[config.mk]
export PLATFORM = sky130hd
export DESIGN_NAME = api_transmit_frame_builder_core
export DESIGN_NICKNAME = d
export VERILOG_FILES = /design/src/rtl/atfb_pkg.sv /design/src/rtl/atfb_hdr_mux.sv /design/src/rtl/api_transmit_frame_builder_core.sv
export SDC_FILE = /design/constraint.sdc
export NUM_CORES = 1
export LEC_CHECK = 0
export ABC_AREA = 1
export BUFFER_PORTS_ARGS = -buffer_cell sky130_fd_sc_hd__buf_2
export CAP_MARGIN = 30
export CORE_UTILIZATION = 46
export DETAILED_ROUTE_END_ITERATION = 7
export PLACE_DENSITY = 0.7
export SETUP_SLACK_MARGIN = 0.2
export SYNTH_ARGS = -nofsm -noshare
export SYNTH_HDL_FRONTEND = slang
export SYNTH_SLANG_ARGS = --single-unit
[constraint.sdc]
create_clock -name clock -period 2.7 [get_ports clock]
set_input_delay 0.135 -clock clock [delete_from_list [all_inputs] [get_ports clock]]
set_output_delay 0.135 -clock clock [all_outputs]
set_load 0.01 [all_outputs]
[src/rtl/atfb_pkg.sv]
package atfb_pkg;

   // payload capacity of one frame
   localparam int unsigned PAYLOAD_BYTES = 32;
   localparam int unsigned CNT_W = $clog2(PAYLOAD_BYTES + 1);
   localparam logic [CNT_W-1:0] PAYLOAD_CNT = CNT_W'(PAYLOAD_BYTES);

   // header layout
   localparam int unsigned HDR_BYTES = 22;
   localparam int unsigned SEQ_W = $clog2(HDR_BYTES);
   localparam logic [SEQ_W-1:0] HDR_LAST_SEQ = SEQ_W'(HDR_BYTES - 1);
   localparam logic [SEQ_W-1:0] HDR_SUM_FIRST = SEQ_W'(3);

   // configuration port
   localparam int unsigned CSR_IDX_W = 3;
   localparam int unsigned CSR_DATA_W = 16;

   typedef enum logic [CSR_IDX_W-1:0] {
      CSR_DELIM_BYTE    = 3'd0,
      CSR_LENGTH_WORD   = 3'd1,
      CSR_FRAME_TYPE    = 3'd2,
      CSR_RESERVED_WORD = 3'd3,
      CSR_HOP_RADIUS    = 3'd4,
      CSR_TX_OPTIONS    = 3'd5
   } csr_index_type;

   localparam logic [7:0]  RST_DELIM_BYTE    = 8'h7E;
   localparam logic [15:0] RST_LENGTH_WORD   = 16'd51;
   localparam logic [7:0]  RST_FRAME_TYPE    = 8'h10;
   localparam logic [15:0] RST_RESERVED_WORD = 16'hFFFE;
   localparam logic [7:0]  RST_HOP_RADIUS    = 8'h00;
   localparam logic [7:0]  RST_TX_OPTIONS    = 8'h00;

   typedef struct packed {
      logic [7:0]  delim_byte;
      logic [15:0] length_word;
      logic [7:0]  frame_type;
      logic [15:0] reserved_word;
      logic [7:0]  hop_radius;
      logic [7:0]  tx_options;
   } cfg_type;

   // per-message header fields sampled with the first payload beat
   typedef struct packed {
      logic [7:0]  frame_id;
      logic [63:0] dest_addr;
      logic [31:0] fragment_number;
      logic [7:0]  data_type;
   } hdr_item_type;

   typedef struct packed {
      logic [7:0] frame_byte;
      logic       summed;
   } hdr_out_type;

   typedef enum logic [3:0] {
      PH_HEADER = 4'b0001,
      PH_DATA   = 4'b0010,
      PH_PAD    = 4'b0100,
      PH_CHECK  = 4'b1000
   } phase_type;

endpackage

[src/rtl/atfb_hdr_mux.sv]
module atfb_hdr_mux (
   input  atfb_pkg::cfg_type                 cfg,
   input  atfb_pkg::hdr_item_type            item,
   input  logic [atfb_pkg::SEQ_W-1:0]        seq,
   output atfb_pkg::hdr_out_type             hdr
);

   logic [7:0] byte_sel;

   always_comb begin
      unique case (seq)
         5'd0:    byte_sel = cfg.delim_byte;
         5'd1:    byte_sel = cfg.length_word[15:8];
         5'd2:    byte_sel = cfg.length_word[7:0];
         5'd3:    byte_sel = cfg.frame_type;
         5'd4:    byte_sel = item.frame_id;
         5'd5:    byte_sel = item.dest_addr[63:56];
         5'd6:    byte_sel = item.dest_addr[55:48];
         5'd7:    byte_sel = item.dest_addr[47:40];
         5'd8:    byte_sel = item.dest_addr[39:32];
         5'd9:    byte_sel = item.dest_addr[31:24];
         5'd10:   byte_sel = item.dest_addr[23:16];
         5'd11:   byte_sel = item.dest_addr[15:8];
         5'd12:   byte_sel = item.dest_addr[7:0];
         5'd13:   byte_sel = cfg.reserved_word[15:8];
         5'd14:   byte_sel = cfg.reserved_word[7:0];
         5'd15:   byte_sel = cfg.hop_radius;
         5'd16:   byte_sel = cfg.tx_options;
         5'd17:   byte_sel = item.fragment_number[31:24];
         5'd18:   byte_sel = item.fragment_number[23:16];
         5'd19:   byte_sel = item.fragment_number[15:8];
         5'd20:   byte_sel = item.fragment_number[7:0];
         5'd21:   byte_sel = item.data_type;
         default: byte_sel = 8'h00;
      endcase
   end

   // delimiter and length stay out of the checksum
   assign hdr.frame_byte = byte_sel;
   assign hdr.summed     = (seq >= atfb_pkg::HDR_SUM_FIRST);

endmodule

[src/rtl/api_transmit_frame_builder_core.sv]
// path: req beat -> input beat register -> output register -> rsp
// throughput: one frame byte per cycle on rsp while rsp_ready holds; mid-message payload
//   beats go 1 per cycle too, a first beat holds req for 22 header bytes, a last for
//   zero padding to PAYLOAD_BYTES and checksum, paced by the single byte output register
// reset: synchronous, active high; clears control state and loads the register defaults
module api_transmit_frame_builder_core (
   input  logic        clock,
   input  logic        reset,
   // payload input channel
   input  logic        req_valid,
   output logic        req_ready,
   input  logic [7:0]  req_data_byte,
   input  logic        req_last,
   input  logic [63:0] req_dest_addr,
   input  logic [7:0]  req_frame_id,
   input  logic [31:0] req_fragment_number,
   input  logic [7:0]  req_data_type,
   // frame byte output channel
   output logic        rsp_valid,
   input  logic        rsp_ready,
   output logic [7:0]  rsp_frame_byte,
   output logic        rsp_frame_end,
   output logic        rsp_overflow,
   // register write channel
   input  logic        csr_valid,
   output logic        csr_ready,
   input  logic [atfb_pkg::CSR_IDX_W-1:0]  csr_index,
   input  logic [atfb_pkg::CSR_DATA_W-1:0] csr_data
);

   // configuration registers
   atfb_pkg::cfg_type cfg_ff, cfg_in;

   // input beat register
   logic                   item_valid_ff, item_valid_in;
   logic [7:0]             item_data_ff, item_data_in;
   logic                   item_last_ff, item_last_in;
   atfb_pkg::hdr_item_type item_hdr_ff, item_hdr_in;

   // sequencer state
   atfb_pkg::phase_type            phase_ff, phase_in;
   logic [atfb_pkg::SEQ_W-1:0]     seq_ff, seq_in;
   logic                           in_message_ff, in_message_in;
   logic [atfb_pkg::CNT_W-1:0]     count_ff, count_in;
   logic [7:0]                     sum_ff, sum_in;
   logic                           overflow_ff, overflow_in;

   // output register
   logic       rsp_valid_ff, rsp_valid_in;
   logic [7:0] rsp_byte_ff, rsp_byte_in;
   logic       rsp_end_ff, rsp_end_in;
   logic       rsp_ovf_ff, rsp_ovf_in;

   atfb_pkg::hdr_out_type hdr;

   logic       out_free;
   logic       room;       // payload byte still fits
   logic       emit;       // this step produces a frame byte
   logic [7:0] emit_byte;
   logic       emit_end;
   logic       step;       // sequencer advances this cycle
   logic       item_done;  // current beat fully handled
   logic       req_take;
   logic       csr_take;

   atfb_hdr_mux u_hdr_mux (
      .cfg  (cfg_ff),
      .item (item_hdr_ff),
      .seq  (seq_ff),
      .hdr  (hdr)
   );

   assign out_free = !rsp_valid_ff || rsp_ready;
   assign room     = (count_ff < atfb_pkg::PAYLOAD_CNT);

   // byte selection for the current phase
   always_comb begin
      emit      = 1'b0;
      emit_byte = 8'h00;
      emit_end  = 1'b0;
      unique case (phase_ff)
         atfb_pkg::PH_HEADER: begin
            emit      = 1'b1;
            emit_byte = hdr.frame_byte;
         end
         atfb_pkg::PH_DATA: begin
            // a beat beyond capacity emits nothing, the sequencer flags it
            emit      = room;
            emit_byte = item_data_ff;
         end
         atfb_pkg::PH_PAD: begin
            emit      = 1'b1;
            emit_byte = 8'h00;
         end
         atfb_pkg::PH_CHECK: begin
            emit      = 1'b1;
            emit_byte = ~sum_ff;
            emit_end  = 1'b1;
         end
         default: begin
            emit      = 1'b0;
            emit_byte = 8'h00;
         end
      endcase
   end

   assign step = item_valid_ff && (out_free || !emit);
   assign item_done = step && ((phase_ff == atfb_pkg::PH_DATA && !item_last_ff) ||
                               (phase_ff == atfb_pkg::PH_CHECK));

   // next beat may enter while the current one retires
   assign req_ready = !item_valid_ff || item_done;
   assign req_take  = req_valid && req_ready;

   assign csr_ready = 1'b1;
   assign csr_take  = csr_valid && csr_ready;

   always_comb begin
      cfg_in = cfg_ff;
      if (csr_take) begin
         unique case (csr_index)
            atfb_pkg::CSR_DELIM_BYTE:    cfg_in.delim_byte    = csr_data[7:0];
            atfb_pkg::CSR_LENGTH_WORD:   cfg_in.length_word   = csr_data;
            atfb_pkg::CSR_FRAME_TYPE:    cfg_in.frame_type    = csr_data[7:0];
            atfb_pkg::CSR_RESERVED_WORD: cfg_in.reserved_word = csr_data;
            atfb_pkg::CSR_HOP_RADIUS:    cfg_in.hop_radius    = csr_data[7:0];
            atfb_pkg::CSR_TX_OPTIONS:    cfg_in.tx_options    = csr_data[7:0];
            default:                     cfg_in = cfg_ff;
         endcase
      end
   end

   // sequencer
   always_comb begin
      phase_in      = phase_ff;
      seq_in        = seq_ff;
      in_message_in = in_message_ff;
      count_in      = count_ff;
      sum_in        = sum_ff;
      overflow_in   = overflow_ff;
      item_valid_in = item_valid_ff;
      item_data_in  = item_data_ff;
      item_last_in  = item_last_ff;
      item_hdr_in   = item_hdr_ff;

      if (step) begin
         unique case (phase_ff)
            atfb_pkg::PH_HEADER: begin
               if (hdr.summed) begin
                  sum_in = sum_ff + hdr.frame_byte;
               end
               if (seq_ff == atfb_pkg::HDR_LAST_SEQ) begin
                  phase_in = atfb_pkg::PH_DATA;
               end else begin
                  seq_in = seq_ff + atfb_pkg::SEQ_W'(1);
               end
            end
            atfb_pkg::PH_DATA: begin
               if (room) begin
                  sum_in   = sum_ff + item_data_ff;
                  count_in = count_ff + atfb_pkg::CNT_W'(1);
               end else begin
                  overflow_in = 1'b1;
               end
               if (item_last_ff) begin
                  // pad only while the payload is short
                  if (room && (count_ff + atfb_pkg::CNT_W'(1) == atfb_pkg::PAYLOAD_CNT)) begin
                     phase_in = atfb_pkg::PH_CHECK;
                  end else if (room) begin
                     phase_in = atfb_pkg::PH_PAD;
                  end else begin
                     phase_in = atfb_pkg::PH_CHECK;
                  end
               end else begin
                  item_valid_in = 1'b0;
               end
            end
            atfb_pkg::PH_PAD: begin
               count_in = count_ff + atfb_pkg::CNT_W'(1);
               if (count_ff + atfb_pkg::CNT_W'(1) == atfb_pkg::PAYLOAD_CNT) begin
                  phase_in = atfb_pkg::PH_CHECK;
               end
            end
            atfb_pkg::PH_CHECK: begin
               // frame closed, back to awaiting a first beat
               in_message_in = 1'b0;
               count_in      = '0;
               sum_in        = '0;
               overflow_in   = 1'b0;
               item_valid_in = 1'b0;
            end
            default: begin
               phase_in = phase_ff;
            end
         endcase
      end

      if (req_take) begin
         item_valid_in = 1'b1;
         item_data_in  = req_data_byte;
         item_last_in  = req_last;
         item_hdr_in.frame_id        = req_frame_id;
         item_hdr_in.dest_addr       = req_dest_addr;
         item_hdr_in.fragment_number = req_fragment_number;
         item_hdr_in.data_type       = req_data_type;
         seq_in = '0;
         // first beat of a message opens with the header burst
         phase_in = in_message_in ? atfb_pkg::PH_DATA : atfb_pkg::PH_HEADER;
         in_message_in = 1'b1;
      end
   end

   // output register
   always_comb begin
      rsp_valid_in = rsp_valid_ff;
      rsp_byte_in  = rsp_byte_ff;
      rsp_end_in   = rsp_end_ff;
      rsp_ovf_in   = rsp_ovf_ff;
      if (step && emit) begin
         rsp_valid_in = 1'b1;
         rsp_byte_in  = emit_byte;
         rsp_end_in   = emit_end;
         rsp_ovf_in   = overflow_ff;
      end else if (rsp_ready) begin
         rsp_valid_in = 1'b0;
      end
   end

   always_ff @(posedge clock) begin
      if (reset) begin
         cfg_ff.delim_byte    <= atfb_pkg::RST_DELIM_BYTE;
         cfg_ff.length_word   <= atfb_pkg::RST_LENGTH_WORD;
         cfg_ff.frame_type    <= atfb_pkg::RST_FRAME_TYPE;
         cfg_ff.reserved_word <= atfb_pkg::RST_RESERVED_WORD;
         cfg_ff.hop_radius    <= atfb_pkg::RST_HOP_RADIUS;
         cfg_ff.tx_options    <= atfb_pkg::RST_TX_OPTIONS;
         item_valid_ff <= 1'b0;
         phase_ff      <= atfb_pkg::PH_HEADER;
         seq_ff        <= '0;
         in_message_ff <= 1'b0;
         count_ff      <= '0;
         sum_ff        <= '0;
         overflow_ff   <= 1'b0;
         rsp_valid_ff  <= 1'b0;
      end else begin
         cfg_ff        <= cfg_in;
         item_valid_ff <= item_valid_in;
         phase_ff      <= phase_in;
         seq_ff        <= seq_in;
         in_message_ff <= in_message_in;
         count_ff      <= count_in;
         sum_ff        <= sum_in;
         overflow_ff   <= overflow_in;
         rsp_valid_ff  <= rsp_valid_in;
      end
   end

   // payload registers, no reset needed
   always_ff @(posedge clock) begin
      item_data_ff <= item_data_in;
      item_last_ff <= item_last_in;
      item_hdr_ff  <= item_hdr_in;
      rsp_byte_ff  <= rsp_byte_in;
      rsp_end_ff   <= rsp_end_in;
      rsp_ovf_ff   <= rsp_ovf_in;
   end

   assign rsp_valid      = rsp_valid_ff;
   assign rsp_frame_byte = rsp_byte_ff;
   assign rsp_frame_end  = rsp_end_ff;
   assign rsp_overflow   = rsp_ovf_ff;

   // payload count never runs past capacity
   a_count_bound: assert property (@(posedge clock) disable iff (reset)
      count_ff <= atfb_pkg::PAYLOAD_CNT)
      else $error("payload count beyond capacity");

   // a header burst always starts from a clean message state
   a_header_clean: assert property (@(posedge clock) disable iff (reset)
      (item_valid_ff && phase_ff == atfb_pkg::PH_HEADER)
         |-> (count_ff == '0 && !overflow_ff))
      else $error("header with stale message state");

   // a held beat is only released as it retires
   a_ready_retire: assert property (@(posedge clock) disable iff (reset)
      (req_ready && item_valid_ff) |-> item_done)
      else $error("input taken over a busy beat");

   // a checksum beat ends the message
   a_end_closes: assert property (@(posedge clock) disable iff (reset)
      (step && emit && emit_end && !req_take) |=> !in_message_ff)
      else $error("message still open after checksum");

endmodule

Yosys cells after proc, flatten, opt, wreduce, memory -nomap -nowiden
Cells that the tools add are included.
{"block": "word_totals", "output_inout_bits": 13, "register_bits": 222}
{"block": "classes", "mux": 29, "add_sub_neg": 4, "reduce_logical": 37, "order_cmp": 2, "n_eq_ne": 38, "n_bitwise": 2}
{"cell": "8-bit case mux with 22 select lines", "n": 1}
{"cell": "8-bit case mux with 3 select lines", "n": 2}
{"cell": "5-bit by 4-bit equality test with 1-bit output, second input constant", "n": 8}
{"cell": "5-bit equality test, second input constant", "n": 6}
{"cell": "4-bit two-way mux", "n": 7}
{"cell": "5-bit by 3-bit equality test with 1-bit output, second input constant", "n": 4}
{"cell": "6-bit case mux with 3 select lines", "n": 1}
{"cell": "8-bit adder", "n": 2}
{"cell": "8-bit two-way mux", "n": 2}
{"cell": "3-bit inequality test, second input constant", "n": 4}
{"cell": "4-bit case mux with 3 select lines", "n": 1}
{"cell": "2-bit AND reduction", "n": 6}
{"cell": "3-bit AND reduction", "n": 4}
{"cell": "5-bit by 2-bit equality test with 1-bit output, second input constant", "n": 2}
{"cell": "1-bit two-way mux", "n": 10}
{"cell": "3-bit nonzero test", "n": 3}
{"cell": "8-bit inverter", "n": 1}
{"cell": "6-bit by 1-bit adder with 6-bit output, second input constant", "n": 1}
{"cell": "3-bit by 2-bit equality test with 1-bit output, second input constant", "n": 2}
{"cell": "3-bit equality test, second input constant", "n": 2}
{"cell": "6-bit equality test, second input constant", "n": 1}
{"cell": "1-bit logical AND", "n": 6}
{"cell": "6-bit less-than comparator, second input constant", "n": 1}
{"cell": "6-bit two-way mux", "n": 1}
{"cell": "other kinds (22)", "n": 34}

Depth between registers and ports, before layout
Gate-level depths: netlist of the first run.
{"block": "depth", "word_depth": 11, "depth_mapped": 26}

Hierarchy
From an unflattened synthesis of the first run, not the netlist that was laid out.
{"block": "unflattened", "hier_cells": 1137, "hier_area_um2": 10030.9}
{"mod": "api_transmit_frame_builder_core", "cells_per_inst": 710, "n_inst": 1, "area_each_um2": 8089.0}
{"mod": "atfb_hdr_mux", "cells_per_inst": 427, "n_inst": 1, "area_each_um2": 1941.9}

Worst setup path before layout of the first run
No wires, ideal clock.
{"block": "synth_timing", "path_type": "reg2reg", "startpoint": "reg phase_ff[1]", "endpoint": "reg phase_ff[1]", "setup_ns": 0.132, "period_less_slack_ns": 2.946, "arrival_time_ns": 2.813, "path_stages_with_launch": 13, "path_buffers": 1, "setup_slack_ns": -0.246, "cell_sequence": "dfxtp_1 inv_1 nor2_1 nand2_2 buf_6 o21ai_0 nand2_1 nand2_2 nand2_4 inv_2 nand2_1 nand3_1 a21oi_1"}
{"block": "synth_via", "elab_chain_len": 11, "word_cells_on_any_way": 26}
{"element": "start, declared", "line": "api_transmit_frame_builder_core.sv:41", "source": "atfb_pkg::phase_type phase_ff, phase_in;"}
{"element": "start signal, assigned", "line": "api_transmit_frame_builder_core.sv:238", "source": "phase_ff <= atfb_pkg::PH_HEADER;"}
{"element": "start signal, assigned", "line": "api_transmit_frame_builder_core.sv:248", "source": "phase_ff <= phase_in;"}
{"element": "4-bit equality test (tied with other cells)", "line": "api_transmit_frame_builder_core.sv:81, api_transmit_frame_builder_core.sv:109"}
{"element": "3-bit OR reduction (no line)"}
{"element": "1-bit case mux with 2 select lines", "line": "api_transmit_frame_builder_core.sv:81", "source": "unique case (phase_ff)"}
{"element": "1-bit zero test", "line": "api_transmit_frame_builder_core.sv:107", "source": "assign step = item_valid_ff && (out_free || !emit);"}
{"element": "1-bit logical OR", "line": "api_transmit_frame_builder_core.sv:107"}
{"element": "1-bit logical AND", "line": "api_transmit_frame_builder_core.sv:107"}
{"element": "1-bit logical AND (*)", "line": "api_transmit_frame_builder_core.sv:108", "source": "assign item_done = step && ((phase_ff == atfb_pkg::PH_DATA && !item_last_ff) ||"}
{"element": "1-bit logical OR (*)", "line": "api_transmit_frame_builder_core.sv:112", "source": "assign req_ready = !item_valid_ff || item_done;"}
{"element": "named net req_ready", "line": "api_transmit_frame_builder_core.sv:11", "source": "output logic req_ready,"}
{"element": "1-bit logical AND (*)", "line": "api_transmit_frame_builder_core.sv:113", "source": "assign req_take = req_valid && req_ready;"}
{"element": "3-bit inequality test (no line) (tied with other cells)"}
{"element": "5-bit AND reduction (no line)"}
The timed path passes the listed nets; every way through them passes the cells marked *. The select of a mux whose other input is x is not followed.
A chain may end at the register's enable or synchronous reset.

Worst setup path after layout of the first run
{"block": "layout_timing", "startpoint": "reg seq_ff[1] in the netlist's numbering", "endpoint": "reg sum_ff[7]"}
{"block": "layout_via", "elab_chain_len": 5, "word_cells_on_any_way": 29}
{"element": "start, declared", "line": "api_transmit_frame_builder_core.sv:42", "source": "logic [atfb_pkg::SEQ_W-1:0] seq_ff, seq_in;"}
{"element": "start signal, assigned", "line": "api_transmit_frame_builder_core.sv:249", "source": "seq_ff <= seq_in;"}
{"element": "5-bit equality test (tied with other cells)", "line": "atfb_hdr_mux.sv:11", "source": "unique case (seq)"}
{"element": "8-bit case mux with 22 select lines", "line": "atfb_hdr_mux.sv:11"}
{"element": "8-bit adder", "line": "api_transmit_frame_builder_core.sv:150", "source": "sum_in = sum_ff + hdr.frame_byte;"}
{"element": "8-bit two-way mux", "line": "api_transmit_frame_builder_core.sv:149", "source": "if (hdr.summed) begin"}
{"element": "8-bit case mux with 3 select lines", "line": "api_transmit_frame_builder_core.sv:147", "source": "unique case (phase_ff)"}
{"element": "end signal, assigned", "line": "api_transmit_frame_builder_core.sv:252", "source": "sum_ff <= sum_in;"}
{"element": "end, declared", "line": "api_transmit_frame_builder_core.sv:45", "source": "logic [7:0] sum_ff, sum_in;"}
Several ways; a longest one is shown, not always the timed one. The select of a mux whose other input is x is not followed.

==> results of run 1 <==
-- cells in the final DEF, fill, tap and decap left out, types with 23 or more instances in the layout --
cell             n
buf_4           90
dfxtp_1         86
nand2_1        262
nand3_1         59
inv_1           50
edfxtp_1       131
nand2_2         23
nor2_1         117
o21ai_0         48
nand4_1         28
a21oi_1         25
clkbuf_16       24
buf_2          156
dlygate4sd3_1  138
-- per-stage QoR --
step / power (W) / std cells
after global placement: 0.00456 / 1494
after CTS: 0.00806 / 1689
after detailed placement: 0.00456 / 1494
after global routing: 0.00835 / 1705
final: 0.00812 / 1706
after floorplan: 0.00423 / 1008
-- path summary, 6_finish.rpt --
kind	startpoint	to	slack, ps	cells after the start
max	seq_ff[1]$_SDFFE_PP0P_	sum_ff[7]$_SDFFE_PP0P_	-510	21
min	req_valid	in_message_ff$_SDFF_PP0_	20	3
max reg2reg	seq_ff[1]$_SDFFE_PP0P_	sum_ff[7]$_SDFFE_PP0P_	-510	21
min reg2reg	cfg_ff[36]$_SDFFE_PP1P_	cfg_ff[36]$_SDFFE_PP1P_	460	2
-- per-layer routing --
metal	vias up	share of wire (%)
li1	4215	-
met1	4298	41
met2	358	48
met3	86	5.9
met4	0	4.3
met5	-	0
-- kinds of logic after synthesis --
family	count (synthesis)	synth area share, %
AO/OA/AOI/OAI	122	7.78
XOR/XNOR	6	0.556
adder cells (fa/ha/maj)	14	1.93
buffers and inverters	99	4.21
flip-flops	222	60.9
other	1	0.0397
AND/OR/NAND/NOR	544	24.6
-- cell type report --
class	instances	area [µm²]	share of cell area (%)
Antenna cell	2	5.00	0.0357
Clock buffer	31	647	4.61
Clock inverter	13	156	1.11
Inverter	78	315	2.25
Multi-Input combinational cell	687	3740	26.6
Sequential cell	222	5770	41.1
Tap cell	270	338	2.41
Timing Repair Buffer	403	3070	21.9
-- flip-flops by register name (all words and copies together) (netlist names), 4 cells and up --
name / cells
phase_ff: 4
count_ff: 6
item_data_ff: 8
cfg_ff: 64
seq_ff: 5
sum_ff: 8
item_hdr_ff: 112
rsp_frame_byte: 8
-- repair_timing --
| item | CTS | global route |
|---|---|---|
| setup buffers | 13 | 15 |
| gates resized for setup | 56 | 45 |
| pin swaps | 13 | 42 |
| hold endpoints to repair | 182 | 0 |
| setup endpoints to repair | 7 | 9 |
| hold buffers | 138 | 0 |
-- where the power goes --
part           switching, W  internal, W  leakage (nW)
clock network       0.00137      0.00198         0.386
logic              0.000450     0.000431          3.63
registers         0.0000850      0.00380          2.00
-- worst max-delay path, cell delays in order (launching register included) --
cell and delay, ps:
dfxtp_4 400, inv_4 60, ha_4 180, nand4_1 220
inv_2 130, nand2_1 80, nand4_1 150, nor4_2 340
nand2_1 200, nand2_1 130, nand2_2 70, ha_4 250
a21oi_2 140, o21a_1 170, nand2_1 60, nand2_1 90
nand2_2 80, inv_2 60, nand3_2 70, nand2_1 70
nand2_1 50, a21oi_1 150
==> results.tsv, run 1 <==
stage	metric	value	unit
run_status	outcome	complete, but fails checks	
run_status	failing checks	negative setup slack	
yosys	Post-synth EDFFs	131	
yosys	Synth area leader	edfxtp_1	
clock_tree	clk buf depth	3	
floorplan	die span in x	145	µm
clock_tree	Clk pin slew, worst setup/hold paths	60	ps
yosys	yosys warns	0	
power_and_ir_drop	leak pwr	6.01	nW
clock_tree	Num CTS Buffers	24	
critical_path	crit path kind	reg2reg	
cells_and_area	Design Area, Final	0.0140	mm²
critical_path	Required @ worst endpoint	3150	ps
detailed_routing	WL final	30800	µm
yosys	mapped cell area	0.00946	mm²
yosys	Synth top cells by count	nand2_1, nor2_1, edfxtp_1	
sta	worst-case hold slack	15.8	ps
grt	GRT Max-Usage Layer	met2	
sta	slack of the critical path	-506	ps
power_and_ir_drop	PwrDens	579	mW/mm²
yosys	syn_area_per_cell	9.38	µm²
yosys	flops & latches, synth	222	
grt	met2 Use GR	48.9	%
floorplan	Top Ports	158	
grt	GRT overflow	0	
critical_path	Worst EP arrival	3660	ps
cells_and_area	Layout fillers	1480	
grt	total track usage	28.7	%
power_and_ir_drop	worst vdd ir	0.000471	V
clock_tree	CTS root buf	clkbuf_16	
sta	endpoints failing setup	7	
sta	Setup TNS Final	-2070	ps
yosys	top post-synthesis cells by area	edfxtp_1, dfxtp_1, nand2_1	
floorplan	# rows	52	
detailed_routing	Iter 0 DRT Violations	616	
grt	M1 GR Usage	36.5	%
floorplan	chip height	145	µm
sta	slew margin rel.	57.8	%
sta	Fin Clk Skew	6.52	ps
floorplan	core area	0.0202	mm²
grt	antenna violations before repair	1	
sta	post-layout minimum cycle time	3210	ps
clock_tree	clock net sink count	222	
critical_path	Critical Path Source Type	flip-flop	
detailed_routing	Detail Route Antenna Nets	0	
sta	Max Slew Vio Count	0	
sta	Max Freq	0.312	GHz
grt	first-pass GRT wire length	47100	µm
placed_design	I/O Buffers	156	
detailed_routing	# DRC	0	
cells_and_area	Layout Area Growth over Synthesis	48.4	%
yosys	count leader, synth	nand2_1	
grt	GR Util met3	4.33	%
yosys	Syn Nets	1167	
detailed_routing	WL/cell	18.0	µm
clock_tree	clock latency on the worst-skew pair	520	ps
placed_design	DP HPWL	19300	µm
placed_design	placer congestion estimate	0.905	
sta	fin crit share	119	%
min_path	Hold Crit Class	in2reg	
detailed_routing	1st-pass router iterations	5	
yosys	Yosys cell types	48	
cells_and_area	fin util	69.6	%
critical_path	CP Max Fanout	6	
floorplan	die footprint	0.0211	mm²
detailed_routing	Vias	8957	
clock_tree	H-tree depth	1	
floorplan	starting density of the core	46.9	%
yosys	sequential share of the synthesized area	60.9	%
sta	Worst Tran Pin Value	632	ps
yosys	Syn Inst Count	1008	
yosys	Yosys top cell area share	41.6	%
detailed_routing	Via density	5.25	
grt	pin count of the biggest net entering global routing	72	
cells_and_area	layout cells sized above 1	30.3	%
sta	Final Hold Fails	0	
placed_design	post-place setup slack	-451	ps
cells_and_area	nets	1575	
grt	vias in the first global route	8967	
yosys	ys flop type	edfxtp_1	
sta	RSZ-0062 raised after global routing	yes	
job	Max-Cap Viols	0	
placed_design	placed cell area	0.0113	mm²
critical_path	element type at the critical path end	flip-flop	
yosys	Async S/R FF share, synth	0	%
clock_tree	CTS tree	built	
Note: power is estimated with default switching activity, not from simulation.
==> run 2: changes to the inputs <==
--- a/config.mk
+++ b/config.mk
@@ -5,7 +5,6 @@
 export SDC_FILE = /design/constraint.sdc
 export NUM_CORES = 1
 export LEC_CHECK = 0
-export ABC_AREA = 1
 export BUFFER_PORTS_ARGS = -buffer_cell sky130_fd_sc_hd__buf_2
 export CAP_MARGIN = 30
 export CORE_UTILIZATION = 46
==> results.tsv, run 2 <==
stage	metric	value	unit	change
sta	endpoints failing setup	7		unchanged
yosys	Async S/R FF share, synth	0	%	unchanged
yosys	yosys warns	0		unchanged
yosys	mux share of post-synthesis cell area	3.63	%	+3.6 points
clock_tree	CTS tree	built		
yosys	Yosys cell types	66		+38%
cells_and_area	Layout fillers	1383		-6.6%
yosys	ys flop type	edfxtp_1		
critical_path	Worst Setup SP	seq_ff[0]$_SDFFE_PP0P_		
run_status	failing checks	negative setup slack		
placed_design	Cells after DPL	1376		-7.9%
grt	GRT overflow	0		unchanged
yosys	Synth area leader	edfxtp_1		
sta	slew margin rel.	31.5	%	-26 points
critical_path	Critical Path Source Type	flip-flop		
floorplan	core area	0.0203	mm²	+0.65%
power_and_ir_drop	leak pwr	5.73	nW	-4.7%
floorplan	chip height	146	µm	+0.68%
yosys	Post-Synth XOR/XNOR Area	0.640	%	+0.084 points
sta	Worst Tran Pin Value	1020	ps	+390 ps
yosys	top post-synthesis cells by area	edfxtp_1, dfxtp_1, nand2_1		
yosys	compound-cell area share of the yosys netlist	13.5	%	+5.8 points
yosys	Post-synth EDFFs	131		unchanged
detailed_routing	1st-pass router iterations	7		+2
critical_path	crit path kind	reg2reg		
placed_design	placed cell area	0.0115	mm²	+1.7%
yosys	sequential share of the synthesized area	60.0	%	-0.83 points
cells_and_area	Layout Area Growth over Synthesis	53.2	%	
yosys	Simple-Gate Fraction of Synth Area	17.4	%	-7.3 points
clock_tree	clock net sink count	222		unchanged
grt	vias in the first global route	9010		+0.48%
detailed_routing	# DRC	0		unchanged
power_and_ir_drop	Comb pwr share	12.7	%	+1.8 points
critical_path	crit-path cells	ha_4 > buf_6 > buf_4 > inv_1 > nor4_1 > buf_4 > a32oi_1 > o21ai_1 > nor4_2 > buf_4 > a21oi_2 > ha_1 > o21a_1 > a21oi_2 > o21bai_1 > a21oi_1 > xor2_1 > mux2_2		
critical_path	Worst EP arrival	3860	ps	+200 ps
grt	GR Util met3	4.34	%	+0.018 points
cells_and_area	most frequent cells in the layout	nand2_1, buf_2, dlygate4sd3_1		
cells_and_area	most common cell after layout, fill and taps aside	nand2_1		
grt	first-pass GRT wire length	50000	µm	+6.0%
floorplan	die span in x	146	µm	+0.68%
clock_tree	clock latency on the worst-skew pair	530	ps	about the same
sta	Final Hold Fails	0		unchanged
yosys	Syn Nets	1050		-10%
placed_design	placer congestion estimate	1.00		+10%
cells_and_area	layout cells sized above 1	34.1	%	+3.7 points
sta	fin crit share	127	%	+8.4 points
power_and_ir_drop	worst vdd ir	0.000486	V	+3.1%
cells_and_area	Design Area, Final	0.0147	mm²	+4.6%
detailed_routing	WL final	34500	µm	+12%
sta	Fin Clk Skew	9.37	ps	+2.85 ps
min_path	min-delay src	reset		
power_and_ir_drop	Int Power	0.00620	W	-0.17%
detailed_routing	Detail Route Antenna Nets	0		unchanged
cells_and_area	final cell count without fillers	1605		-5.9%
sta	post-layout minimum cycle time	3430	ps	+228 ps
clock_tree	Num CTS Buffers	23		-4.2%
clock_tree	Clk pin slew, worst setup/hold paths	60	ps	about the same
sta	Max Slew Vio Count	0		unchanged
power_and_ir_drop	PwrDens	557	mW/mm²	-3.7%
cells_and_area	max reg flops	112		unchanged
yosys	main combinational cell family by area after synthesis	simple AND/OR/NAND/NOR gates		
critical_path	cell family with the largest share of critical-path delay	compound AO/OA/AOI/OAI gates		
yosys	Syn Inst Count	891		-12%
min_path	Hold Crit Class	in2reg		
critical_path	CP most frequent cell	buf_4		
critical_path	R2R Path Start	seq_ff[0]$_SDFFE_PP0P_		
placed_design	DP HPWL	20600	µm	+6.5%
yosys	mapped cell area	0.00959	mm²	+1.4%
cells_and_area	Largest regs	item_hdr_ff x112, cfg_ff x64		
sta	Max Freq	0.291	GHz	-6.6%
yosys	flops & latches, synth	222		unchanged
cells_and_area	# diodes	0		-2
floorplan	# rows	52		unchanged
run_status	outcome	complete, but fails checks		
sta	slack of the critical path	-734	ps	-228 ps
yosys	Post-Synth Adder-Cell Area	1.91	%	-0.026 points
sta	RSZ-0062 raised after global routing	yes		
detailed_routing	Iter 0 DRT Violations	1091		+77%
floorplan	starting density of the core	47.2	%	+0.34 points
critical_path	CP Max Fanout	7		+1
grt	pin count of the biggest net entering global routing	65		-9.7%
placed_design	post-place setup slack	-905	ps	-454 ps
clock_tree	clk buf depth	3		unchanged
floorplan	die footprint	0.0214	mm²	+1.4%
yosys	Synth top cells by count	nand2_1, edfxtp_1, dfxtp_1		
yosys	count leader, synth	nand2_1		
power_and_ir_drop	Switch Pwr	0.00198	W	+3.7%
critical_path	Required @ worst endpoint	3130	ps	-20 ps
grt	antenna violations before repair	0		-1
power_and_ir_drop	Seq pwr share	47.3	%	-0.5 points
critical_path	max incr delay on CP	370	ps	-30 ps
clock_tree	H-tree depth	1		unchanged
critical_path	Bufs and invs on worst path	5		+2
grt	GRT Max-Usage Layer	met2		
grt	M1 GR Usage	39.5	%	+3.0 points
power_and_ir_drop	Switching Fraction	24.2	%	+0.68 points
yosys	syn_area_per_cell	10.8	µm²	+15%
min_path	hold depth	2		-1
detailed_routing	WL/cell	21.5	µm	+19%
critical_path	worst-case reg-to-reg path depth	18		-14%
grt	met2 Use GR	51.2	%	+2.3 points
grt	total track usage	30.6	%	+1.9 points
detailed_routing	Vias	9183		+2.5%
critical_path	element type at the critical path end	flip-flop		
cells_and_area	nets	1477		-6.2%
power_and_ir_drop	clock share of power	40.0	%	-1.4 points
floorplan	Top Ports	158		unchanged
critical_path	stages on the worst setup path	18		-14%
cells_and_area	Most flops, register	item_hdr_ff		
placed_design	I/O Buffers	156		unchanged
job	Max-Cap Viols	0		unchanged
yosys	Yosys top cell area share	41.0	%	-0.56 points
detailed_routing	Via density	5.72		+9.0%
clock_tree	CTS root buf	clkbuf_16		
critical_path	Slowest-stage cell, CP	dfxtp_4		
==> run 2: layout make-up <==
class | instances | area, µm² | area share, %
Clock buffer | 27 | 591 | 4.02
Clock inverter | 15 | 170 | 1.16
Inverter | 16 | 72.6 | 0.494
Multi-Input combinational cell | 602 | 4020 | 27.4
Sequential cell | 222 | 5780 | 39.3
Tap cell | 270 | 338 | 2.30
Timing Repair Buffer | 453 | 3710 | 25.3
==> run 2: power by group through the flow <==
stage | Sequential (W) | Combinational (W) | Clock (W)
5_1_grt | 0.00388 | 0.00110 | 0.00340
2_1_floorplan | 0.00390 | 0.000356 | 0
4_1_cts | 0.00386 | 0.000903 | 0.00326
3_5_place_dp | 0.00393 | 0.000691 | 0
3_3_place_gp | 0.00393 | 0.000684 | 0
6_report | 0.00387 | 0.00104 | 0.00327
==> run 2: metal layers <==
layer / routed length [µm] / part of all wire (%) / up-vias
li1: - / - / 4146
met1: 13500 / 39 / 4361
met2: 16800 / 49 / 560
met3: 2820 / 8.2 / 116
met4: 1440 / 4.2 / 0
met5: 0 / 0 / -
==> run 2: logic make-up (layout without fill, tap and decap cells) <==
group	count (synthesis)	in the layout
other	1	1
AOI/OAI and AO/OA	197	197
muxes	33	33
DFF	222	222
and+or+nand+nor	350	350
adders and majority gates	14	14
xor gates and xnor gates	7	7
buffers and inverters	67	511
==> run 2: repair_timing <==
item / CTS / global route
hold endpoints to repair: 187 / 0
setup buffers: 14 / 23
hold buffers: 139 / 0
resized for setup: 75 / 55
pin swaps: 33 / 39
cloned: 2 / 9
endpoints found under the setup margin: 134 / 144
==> run 2: stage by stage <==
step	hold WS (ps)	TNS (ps)	power, W	utilization (%)
6_report	65.6	-3190	0.00818	72.3
3_3_place_gp	311	-3760	0.00462	56.5
3_5_place_dp	313	-4190	0.00462	56.5
5_1_grt	89.5	-4100	0.00837	72.3
4_1_cts	57.9	-2360	0.00802	69.3
2_1_floorplan	234	-139210	0.00426	-
==> run 2: final timing paths <==
check / slack, ps / to
setup / recovery: -730 / sum_ff[7]$_SDFFE_PP0P_
hold / removal: 70 / count_ff[3]$_SDFFE_PP0P_
setup reg to reg: -730 / sum_ff[7]$_SDFFE_PP0P_
hold reg to reg: 440 / rsp_overflow$_DFFE_PP_
